$ cat src/design/lbp_pkg.sv
// Shared constants and types for the 3x3 local binary pattern stream block.
// No dependencies; imported by every module of the block except the RAM.
package lbp_pkg;

   localparam int PIXEL_W      = 8;
   localparam int MAX_WIDTH    = 1024;
   localparam int COL_W        = (MAX_WIDTH > 2) ? $clog2(MAX_WIDTH) : 1;
   localparam int CFG_WIDTH_W  = 11;
   localparam int CFG_HEIGHT_W = 12;
   localparam int WCMP_W       = (CFG_WIDTH_W > COL_W + 1) ? CFG_WIDTH_W : COL_W + 1;

   localparam int LINE_W       = 2 * PIXEL_W;
   localparam int COLUMN_W     = 3 * PIXEL_W;

   localparam int CSR_INDEX_W  = 1;
   localparam int CSR_DATA_W   = 12;

   localparam logic [CSR_INDEX_W-1:0] CSR_FRAME_WIDTH  = 1'd0;
   localparam logic [CSR_INDEX_W-1:0] CSR_FRAME_HEIGHT = 1'd1;

   localparam logic [CFG_WIDTH_W-1:0]  WIDTH_RESET  = 11'd160;
   localparam logic [CFG_HEIGHT_W-1:0] HEIGHT_RESET = 12'd120;

   typedef struct packed {
      logic [COL_W-1:0] col;
      logic             emit;
      logic             row_end;
      logic             frame_end;
   } scan_info_type;

endpackage

$ cat src/design/lbp_code.sv
// 3x3 window of the two previous columns and the neighbour comparators.
// Depends on lbp_pkg.
module lbp_code (
   input  logic                          clock,
   input  logic                          reset,
   input  logic                          shift,
   input  logic [lbp_pkg::COLUMN_W-1:0]  column,
   output logic [lbp_pkg::PIXEL_W-1:0]   code
);
   import lbp_pkg::*;

   // each column is {top, middle, bottom}
   logic [COLUMN_W-1:0] prev1_ff;
   logic [COLUMN_W-1:0] prev2_ff;

   logic [PIXEL_W-1:0] centre;

   always_comb begin
      centre  = prev1_ff[PIXEL_W +: PIXEL_W];
      code[7] = prev2_ff[2*PIXEL_W +: PIXEL_W] > centre;
      code[6] = prev1_ff[2*PIXEL_W +: PIXEL_W] > centre;
      code[5] = column[2*PIXEL_W +: PIXEL_W]   > centre;
      code[4] = column[PIXEL_W +: PIXEL_W]     > centre;
      code[3] = column[0 +: PIXEL_W]           > centre;
      code[2] = prev1_ff[0 +: PIXEL_W]         > centre;
      code[1] = prev2_ff[0 +: PIXEL_W]         > centre;
      code[0] = prev2_ff[PIXEL_W +: PIXEL_W]   > centre;
   end

   always_ff @(posedge clock) begin
      if (reset) begin
         prev1_ff <= '0;
         prev2_ff <= '0;
      end else if (shift) begin
         prev2_ff <= prev1_ff;
         prev1_ff <= column;
      end
   end

endmodule

$ cat config.mk
export PLATFORM = sky130hd
export DESIGN_NAME = lbp_code
export DESIGN_NICKNAME = d
export VERILOG_FILES = /design/src/design/lbp_pkg.sv /design/src/design/lbp_code.sv
export SDC_FILE = /design/constraint.sdc
export NUM_CORES = 1
export LEC_CHECK = 0
export ABC_AREA = 1
export BUFFER_PORTS_ARGS = -buffer_cell sky130_fd_sc_hd__buf_2
export CORE_UTILIZATION = 50
export CTS_CLUSTER_DIAMETER = 40
export DETAILED_ROUTE_END_ITERATION = 8
export PLACE_DENSITY = 0.76
export SLEW_MARGIN = 40
export SYNTH_ARGS = -nofsm -noshare
export SYNTH_HDL_FRONTEND = slang
export SYNTH_SLANG_ARGS = --single-unit
export TNS_END_PERCENT = 30
$ cat constraint.sdc
create_clock -name clock -period 2.6 [get_ports clock]
set_input_delay 0.52 -clock clock [delete_from_list [all_inputs] [get_ports clock]]
set_output_delay 0.52 -clock clock [all_outputs]
set_load 0.02 [all_outputs]
==> out/results.ini <==
[clock_tree]
cts_tree=done
root_buffer=clkbuf_8
insertion_delay_ns=0.30
clockBufferDepth=2
clock-sinks=48
postCtsSetupBuffers=0
cts-hold-fix-buffers=0
cts_resized=0
clk_pin_slew_ns=0.09
htreeDepth=2
cts_made_buffers=5

[route]
dr.pass1.iters=4
vias=2800
drcViolationCount=0
drt_first_iter_violations=124
totalWireLength_mm=6.98
antenna_left=0
vias_per_cell=5.26
wire_per_inst_microns=13.1

[timing]
skew_ns=0.00697
fmax_ghz=0.417
finalHoldViolations=0
fin_ws_ns=0.204
hold_slack_ns=0.472
finalCriticalPeriod_ns=2.40
relSlewSlack_pct=58.3
fin_crit_sh_pct=92.1
setup-tns-final_ns=0
tightestPinTransition_ns=0.626
rsz0062_at_grt=false
drv_slew=0
setup-violations-final=0

[synthesis]
yosys.cell_types.count=15
async_flop_share_pct=0
syn_inst=427
synth_flop_cell=dfxtp_1
synth_nets=518
ys_ff_latch=48
yosys.area.top_type_share_pct=29.1
yosys_warnings=0
yosys-top-cells-count=120 x nand2_1, 64 x ha_1, 52 x a21oi_1, 52 x nor2_1, 48 x dfxtp_1
yosysTopAreaCell=dfxtp_1
synth.most_common_cell=nand2_1
synthTopCellsByArea=dfxtp_1 29%, ha_1 24%, nand2_1 14%
synth_edf_count=0
netlist_area_sq_um=3300
ys_seq_area_share_pct=29.1
avgSynthCellArea_sq_um=7.73

[status]
outcome=complete, no violations

[floorplanning]
die_y_microns=83.3
io_pins=35
rows=29
start_util_pct=52.0
coreArea_sq_um=6350
fp.dieW_microns=83.3
dieArea_sq_um=6930

[critical_path]
worstPathMaxFanout=10
cp_data_required_time_ns=2.08
reg2reg_slack_ns=1.55
r2r_start=prev1_ff[8]
arrival_ns=1.88
rr_endpoint=prev1_ff[8]
cp-start-kind=register
r2r_cells=2
worst_setup_path_end_kind=output pin
critPathKind=register to output pin

[global_route]
grt_overflow=0
track_usage_pct=21.1
grt_pass1_vias=2748
grt_pass1_wl_mm=11.9
antenna_found_initial=0
grt_max_degree=49

[layout]
final_cells=532
layout-drive-gt1-share_pct=14.1
antenna_cells=0
nets=546
syn_to_final_growth_pct=7.13
fin_area_sq_um=3540

[place]
gp_congestion=0.879
pre_cts_slack_ns=0.535
place_inst=525
postPlaceCellArea_sq_um=3450
dp_hpwl_mm=4.99
numPortBuffers=34

[power_and_ir_drop]
p_leak_nw=1.73
ir_worst_vdd_v=0.000231
p_per_area_nw_per_um2=485

[hold_path]
holdPathEnd=prev2_ff[20]
min-delay-start=prev2_ff[20]
hold_depth=2
hp-class=register to register

[run]
cap_viol_max_count=0

==> stage by stage <==
step	util [%]	total power [mW]
floorplan	-	1.18
global placement	54.4	1.28
detailed placement	54.4	1.30
CTS	55.7	1.73
global route	55.7	1.83
finish	55.7	1.71
==> cell families (layout without fill, tap and decap cells) <==
logic type	after synthesis	after routing	synth area share (%)
and+or+nand+nor	180	180	20.8
AOI/OAI and AO/OA	80	80	17.3
buffers and inverters	55	83	8.57
adders and majority gates	64	64	24.3
DFF	48	48	29.1
==> per-layer routing <==
metal / part of all wire [%] / GRT usage (%) / up-vias
met1: 46 / 23.9 / 1290
met2: 50 / 40.5 / 41
met5: 0 / 0 / -
met3: 3.0 / 3.68 / 5
li1: - / - / 1464
met4: 0.82 / 5.17 / 0
==> cell type report <==
type                       instances  area [sq um]
timing repair buffer              36           185
multi-input combinational        324          2060
fill                             596          2810
clock inverter                     2          12.5
tap                               77          96.3
clock buffer                       5          68.8
inverter                          40           155
sequential                        48           961
==> sequential cells by signal, indices dropped and copies added (netlist names) <==
name and flops:
prev2_ff 24, prev1_ff 24
==> worst max-delay path by stage <==
stage / start / to / slack [ns]
after global routing: prev1_ff[9] / code[6] / 0.06
final: prev1_ff[13] / code[4] / 0.20
after global placement: prev1_ff[11] / code[2] / 0.56
after floorplan: column[7] / code[3] / 0.70
after detailed placement: prev1_ff[13] / code[4] / 0.53
after CTS: prev1_ff[13] / code[4] / 0.19
==> report_power, final <==
| part | switching (mW) | internal, mW | total (mW) |
|---|---|---|---|
| combinational | 0.294 | 0.183 | 0.477 |
| clock | 0.252 | 0.183 | 0.435 |
| sequential | 0.0276 | 0.774 | 0.802 |
| total | 0.574 | 1.14 | 1.71 |
==> layout by cell type, fill, tap and decap left out <==
master and instances:
a211oi_2 20, dfxtp_1 48, ha_1 64, clkinv_2 1
nand2_1 120, a21o_1 8, buf_4 2, nor2_1 52
nand3_1 8, buf_2 34, inv_1 39, inv_6 1
a21oi_1 52, clkbuf_8 5, clkinvlp_4 1
==> critical path: stages (launching register included) <==
cell and delay, ns:
dfxtp_1 0.30, inv_1 0.35, ha_1 0.34, a21oi_1 0.17
nor2_1 0.05, nor2_1 0.12, a21oi_1 0.08, buf_2 0.15
No activity file was read; power rests on OpenSTA's default activity.
