$ cat src/design/lbp_pkg.sv
// Shared constants and types for the 3x3 local binary pattern stream block.
// No dependencies; imported by every module of the block except the RAM.
package lbp_pkg;

   localparam int PIXEL_W      = 8;
   localparam int MAX_WIDTH    = 1024;
   localparam int COL_W        = (MAX_WIDTH > 2) ? $clog2(MAX_WIDTH) : 1;
   localparam int CFG_WIDTH_W  = 11;
   localparam int CFG_HEIGHT_W = 12;
   localparam int WCMP_W       = (CFG_WIDTH_W > COL_W + 1) ? CFG_WIDTH_W : COL_W + 1;

   localparam int LINE_W       = 2 * PIXEL_W;
   localparam int COLUMN_W     = 3 * PIXEL_W;

   localparam int CSR_INDEX_W  = 1;
   localparam int CSR_DATA_W   = 12;

   localparam logic [CSR_INDEX_W-1:0] CSR_FRAME_WIDTH  = 1'd0;
   localparam logic [CSR_INDEX_W-1:0] CSR_FRAME_HEIGHT = 1'd1;

   localparam logic [CFG_WIDTH_W-1:0]  WIDTH_RESET  = 11'd160;
   localparam logic [CFG_HEIGHT_W-1:0] HEIGHT_RESET = 12'd120;

   typedef struct packed {
      logic [COL_W-1:0] col;
      logic             emit;
      logic             row_end;
      logic             frame_end;
   } scan_info_type;

endpackage

$ cat src/design/lbp_scan.sv
// Raster position tracking and frame geometry registers.
// Depends on lbp_pkg.
module lbp_scan (
   input  logic                               clock,
   input  logic                               reset,
   input  logic                               csr_write_en,
   input  logic [lbp_pkg::CSR_INDEX_W-1:0]    csr_index,
   input  logic [lbp_pkg::CSR_DATA_W-1:0]     csr_write_data,
   input  logic                               accept,
   input  logic                               frame_start,
   output logic                               enter,
   output lbp_pkg::scan_info_type             info
);
   import lbp_pkg::*;

   logic [CFG_WIDTH_W-1:0]  frame_width_ff;
   logic [CFG_HEIGHT_W-1:0] frame_height_ff;
   logic [COL_W-1:0]        col_ff, col_in;
   logic [CFG_HEIGHT_W-1:0] row_ff, row_in;
   logic                    active_ff, active_in;

   logic [COL_W-1:0]        col_cur;
   logic [CFG_HEIGHT_W-1:0] row_cur;
   logic                    active_cur;
   logic [COL_W-1:0]        last_col_idx;
   logic [CFG_HEIGHT_W-1:0] last_row_idx;
   logic                    last_col;
   logic                    last_row;

   always_comb begin
      // last column index of the clamped width
      if (WCMP_W'(frame_width_ff) > WCMP_W'(MAX_WIDTH)) begin
         last_col_idx = COL_W'(MAX_WIDTH - 1);
      end else if (frame_width_ff < CFG_WIDTH_W'(3)) begin
         last_col_idx = COL_W'(2);
      end else begin
         last_col_idx = COL_W'(frame_width_ff - CFG_WIDTH_W'(1));
      end

      if (frame_height_ff < CFG_HEIGHT_W'(3)) begin
         last_row_idx = CFG_HEIGHT_W'(2);
      end else begin
         last_row_idx = frame_height_ff - CFG_HEIGHT_W'(1);
      end

      col_cur    = frame_start ? '0 : col_ff;
      row_cur    = frame_start ? '0 : row_ff;
      active_cur = frame_start | active_ff;

      last_col = col_cur >= last_col_idx;
      last_row = row_cur >= last_row_idx;

      info.col       = col_cur;
      info.emit      = (row_cur >= CFG_HEIGHT_W'(2)) && (col_cur >= COL_W'(2));
      info.row_end   = last_col;
      info.frame_end = last_col & last_row;

      enter = accept & active_cur;

      col_in    = col_ff;
      row_in    = row_ff;
      active_in = active_ff;
      if (enter) begin
         active_in = 1'b1;
         if (last_col) begin
            col_in = '0;
            if (last_row) begin
               active_in = 1'b0;
               row_in    = '0;
            end else begin
               row_in = row_cur + CFG_HEIGHT_W'(1);
            end
         end else begin
            col_in = col_cur + COL_W'(1);
            row_in = row_cur;
         end
      end
   end

   always_ff @(posedge clock) begin
      if (reset) begin
         frame_width_ff  <= WIDTH_RESET;
         frame_height_ff <= HEIGHT_RESET;
         col_ff          <= '0;
         row_ff          <= '0;
         active_ff       <= 1'b0;
      end else begin
         col_ff    <= col_in;
         row_ff    <= row_in;
         active_ff <= active_in;
         if (csr_write_en) begin
            case (csr_index)
               CSR_FRAME_WIDTH:  frame_width_ff  <= csr_write_data[CFG_WIDTH_W-1:0];
               CSR_FRAME_HEIGHT: frame_height_ff <= csr_write_data[CFG_HEIGHT_W-1:0];
               default: ;
            endcase
         end
      end
   end

endmodule

$ cat config.mk
export PLATFORM = sky130hd
export DESIGN_NAME = lbp_scan
export DESIGN_NICKNAME = d
export VERILOG_FILES = /design/src/design/lbp_pkg.sv /design/src/design/lbp_scan.sv
export SDC_FILE = /design/constraint.sdc
export NUM_CORES = 1
export LEC_CHECK = 0
export ABC_AREA = 0
export BUFFER_PORTS_ARGS = -buffer_cell sky130_fd_sc_hd__buf_2
export CORE_MARGIN = 3
export CORE_UTILIZATION = 30
export CTS_BUF_LIST = sky130_fd_sc_hd__clkbuf_8
export CTS_CLUSTER_SIZE = 8
export DETAILED_ROUTE_END_ITERATION = 10
export GPL_ROUTABILITY_DRIVEN = 0
export PLACE_DENSITY = 0.56
export SLEW_MARGIN = 10
export SYNTH_ARGS = -nofsm -noshare
export SYNTH_HDL_FRONTEND = slang
export SYNTH_SLANG_ARGS = --single-unit
$ cat constraint.sdc
create_clock -name clock -period 3.8 [get_ports clock]
set_input_delay 0.38 -clock clock [delete_from_list [all_inputs] [get_ports clock]]
set_output_delay 0.38 -clock clock [all_outputs]
set_load 0.01 [all_outputs]
==> results.yml <==
run_status:
  status: "finished, final reports clean"
timing:
  setup_viol: 0
  worst_slack_ps: 211
  fin_crit_sh: 0.944
  clock_skew_ps: 9.91
  max_freq_ghz: 0.279
  slew_headroom: 0.429
  slew_violations: 0
  rsz0062_at_grt: "yes"
  finalCriticalPeriod_ps: 3590
  hold_viol_final: 0
  tightest_slew_ps: 856
global_route:
  grt_pass1_vias: 2917
  grt_usage: 0.137
  antenna_found_initial: 0
  overflow: 0
  grt_max_degree: 47
  grt_pass1_wl_mm: 14.1
floorplan:
  io_pins: 32
  die_area_sq_um: 12300
  initial_core_util: 0.313
  coreArea_sq_um: 10500
  rows: 37
  chipHeight_um: 111
  die_w_um: 111
flow_run:
  cap_viol_max_count: 0
clock_network:
  cts_htree_levels: 2
  clockBufferDepth: 2
  cts_hold_buf: 0
  cts.sinks: 46
  cts_buffers: 5
  worstSkewPairLatency_ps: 310
  root_buffer: "clkbuf_8"
  cts.clk_slew.worst_paths_ps: 80
  cts_tree: "yes"
critical_path:
  reg2reg_to: "col_ff[7]"
  r2r_cells: 13
  critPathMaxFanout: 4
  cp.arrival_ps: 3210
  cp-start-kind: "register"
  required_ps: 3420
  critical_path.endpoint_type: "output pin"
  critPathCapture: "info[0]"
  path_class: "reg2out"
  reg2reg_from: "frame_width_ff[3]"
  cp-startpoint: "frame_height_ff[3]"
  r2r_slack_ps: 440
finish:
  fillers: 1107
  fin_cells: 595
  antenna-diode-count: 0
  drive_gt1_frac: 0.146
  final_common_cell: "nand2_1"
  fin_nets: 506
  area_growth_pct: 13.5
  layout_common_cells: "nand2_1, dfxtp_1, a21oi_1"
pwr:
  p_leak_uw: 0.00155
  switching_power_uw: 285
  p_int_uw: 694
  ir_drop_v: 0.000219
  power_frac_comb: 0.181
  power.density_nw_per_um2: 262
  pwr-share-clk: 0.290
  swShare: 0.291
  pwr-share-seq: 0.528
synth:
  synth_top_family_by_area: "simple AND/OR/NAND/NOR gates"
  synth-async-reset-ratio: 0
  muxShareOfSynthArea: 0.00342
  synth_area_sq_um: 3290
  synthTopCellsByArea: "dfxtp_1, ha_1, nand2_1"
  yosys.area_share.simple: 0.316
  avgSynthCellArea_sq_um: 7.67
  synth_adder_area_share: 0.110
  yosys_warnings: 0
  syn_nets: 476
  synthCells: 429
  synth_top_cell_area_share: 0.280
  synth_top_cell_by_area: "dfxtp_1"
  ys_types: 60
  synth_seq_area_share: 0.280
  ys_ff_latch: 46
  synth_edf_count: 0
  synth_xor_area_frac: 0.0612
  synth-compound-area-share: 0.189
  ys.flop_type: "dfxtp_1"
placement:
  place_inst: 586
  pre_cts_ws_ps: 259
  dpl.hpwl_mm: 6.32
  numPortBuffers: 31
route:
  drt_wl_total_mm: 8.26
  avgRoutedWirePerCell_um: 13.9
  viasPerCell: 5.17
  drt_pass1_iterations: 4
  drcViolationCount: 0
  vias: 3077
  drt_iter0_markers: 176
  ant_nets: 0
min_path:
  holdCritPathClass: "in2reg"
-- through the flow --
stage	instance area, sq um	hold slack (ps)	utilization	total power (uW)	TNS, ps
2_1_floorplan	3290	427	-	650	0
3_3_place_gp	3610	438	0.343	697	0
3_5_place_dp	3610	469	0.343	701	0
4_1_cts	3690	302	0.351	984	0
5_1_grt	3740	309	0.356	1040	-7.54
6_report	3740	309	0.356	979	0
-- what timing repair did --
item / CTS / global route
cloned: 0 / 0
pin swaps: 0 / 3
gates resized for setup: 1 / 7
buffers inserted: 0 / 2
endpoints found under the setup margin: 1 / 3
-- state kept, by name (all words and copies together) (netlist names) --
name	flops
frame_width_ff	11
active_ff	1
frame_height_ff	12
row_ff	12
col_ff	10
-- cell type report --
| type | count | area [sq um] | area share |
|---|---|---|---|
| clock buffer | 5 | 68.8 | 0.0184 |
| clock inverter | 2 | 7.51 | 0.00201 |
| inverter | 13 | 48.8 | 0.0131 |
| multi-input combinational | 350 | 2270 | 0.609 |
| sequential | 46 | 922 | 0.247 |
| tap | 136 | 170 | 0.0455 |
| timing repair buffer | 43 | 245 | 0.0656 |
-- worst max-delay path, cell delays in order (launching register included) --
cell and delay [ps]:
dfxtp_1 350, nor2_2 170, nand3_2 120, or4_4 440, nor3b_2 190, xor2_1 150, nand2_1 70, ha_1 300
nand4_1 100, o31a_1 340, a311oi_2 310, nor2_2 110, nor2_2 110, buf_2 150
-- how the worst min path moves through the flow --
| stage | startpoint | to | cells past startpoint |
|---|---|---|---|
| finish | csr_write_data[11] | frame_height_ff[11] | 3 |
| floorplan | col_ff[9] | col_ff[9] | 2 |
| CTS | csr_write_data[11] | frame_height_ff[11] | 3 |
| global placement | col_ff[9] | col_ff[9] | 2 |
| global route | csr_write_data[4] | frame_height_ff[4] | 3 |
| detailed placement | col_ff[5] | col_ff[5] | 2 |
-- kinds of logic after synthesis --
| kind of cell | Yosys count |
|---|---|
| AND/OR/NAND/NOR | 206 |
| AO/OA/AOI/OAI | 91 |
| flip-flops | 46 |
| buffers and inverters | 33 |
| adder cells (fa/ha/maj) | 29 |
| XOR/XNOR | 23 |
| multiplexers | 1 |
-- power by group through the flow --
stage | clock [uW] | sequential, uW | combinational [uW]
after CTS | 293 | 517 | 174
final | 284 | 517 | 178
after global routing | 312 | 521 | 204
after detailed placement | 0 | 528 | 172
after global placement | 0 | 528 | 169
after floorplan | 0 | 523 | 127
-- Yosys cell counts, types with 10 or more instances --
cell	count
inv_1	12
nand3_1	17
xnor2_1	13
ha_1	29
dfxtp_1	46
nor2_1	27
nor2b_1	22
nand2_1	75
a21oi_1	32
xor2_1	10
clkbuf_1	14
nor3_1	19
o21a_1	11
-- routing by layer --
| metal | wire (um) | vias up | global-route usage |
|---|---|---|---|
| met5 | 0 | - | 0 |
| met4 | 150 | 0 | 0.0402 |
| met3 | 462 | 12 | 0.0377 |
| met2 | 3670 | 62 | 0.208 |
| met1 | 3980 | 1416 | 0.188 |
| li1 | - | 1587 | - |
No activity file was read; power rests on OpenSTA's default activity.
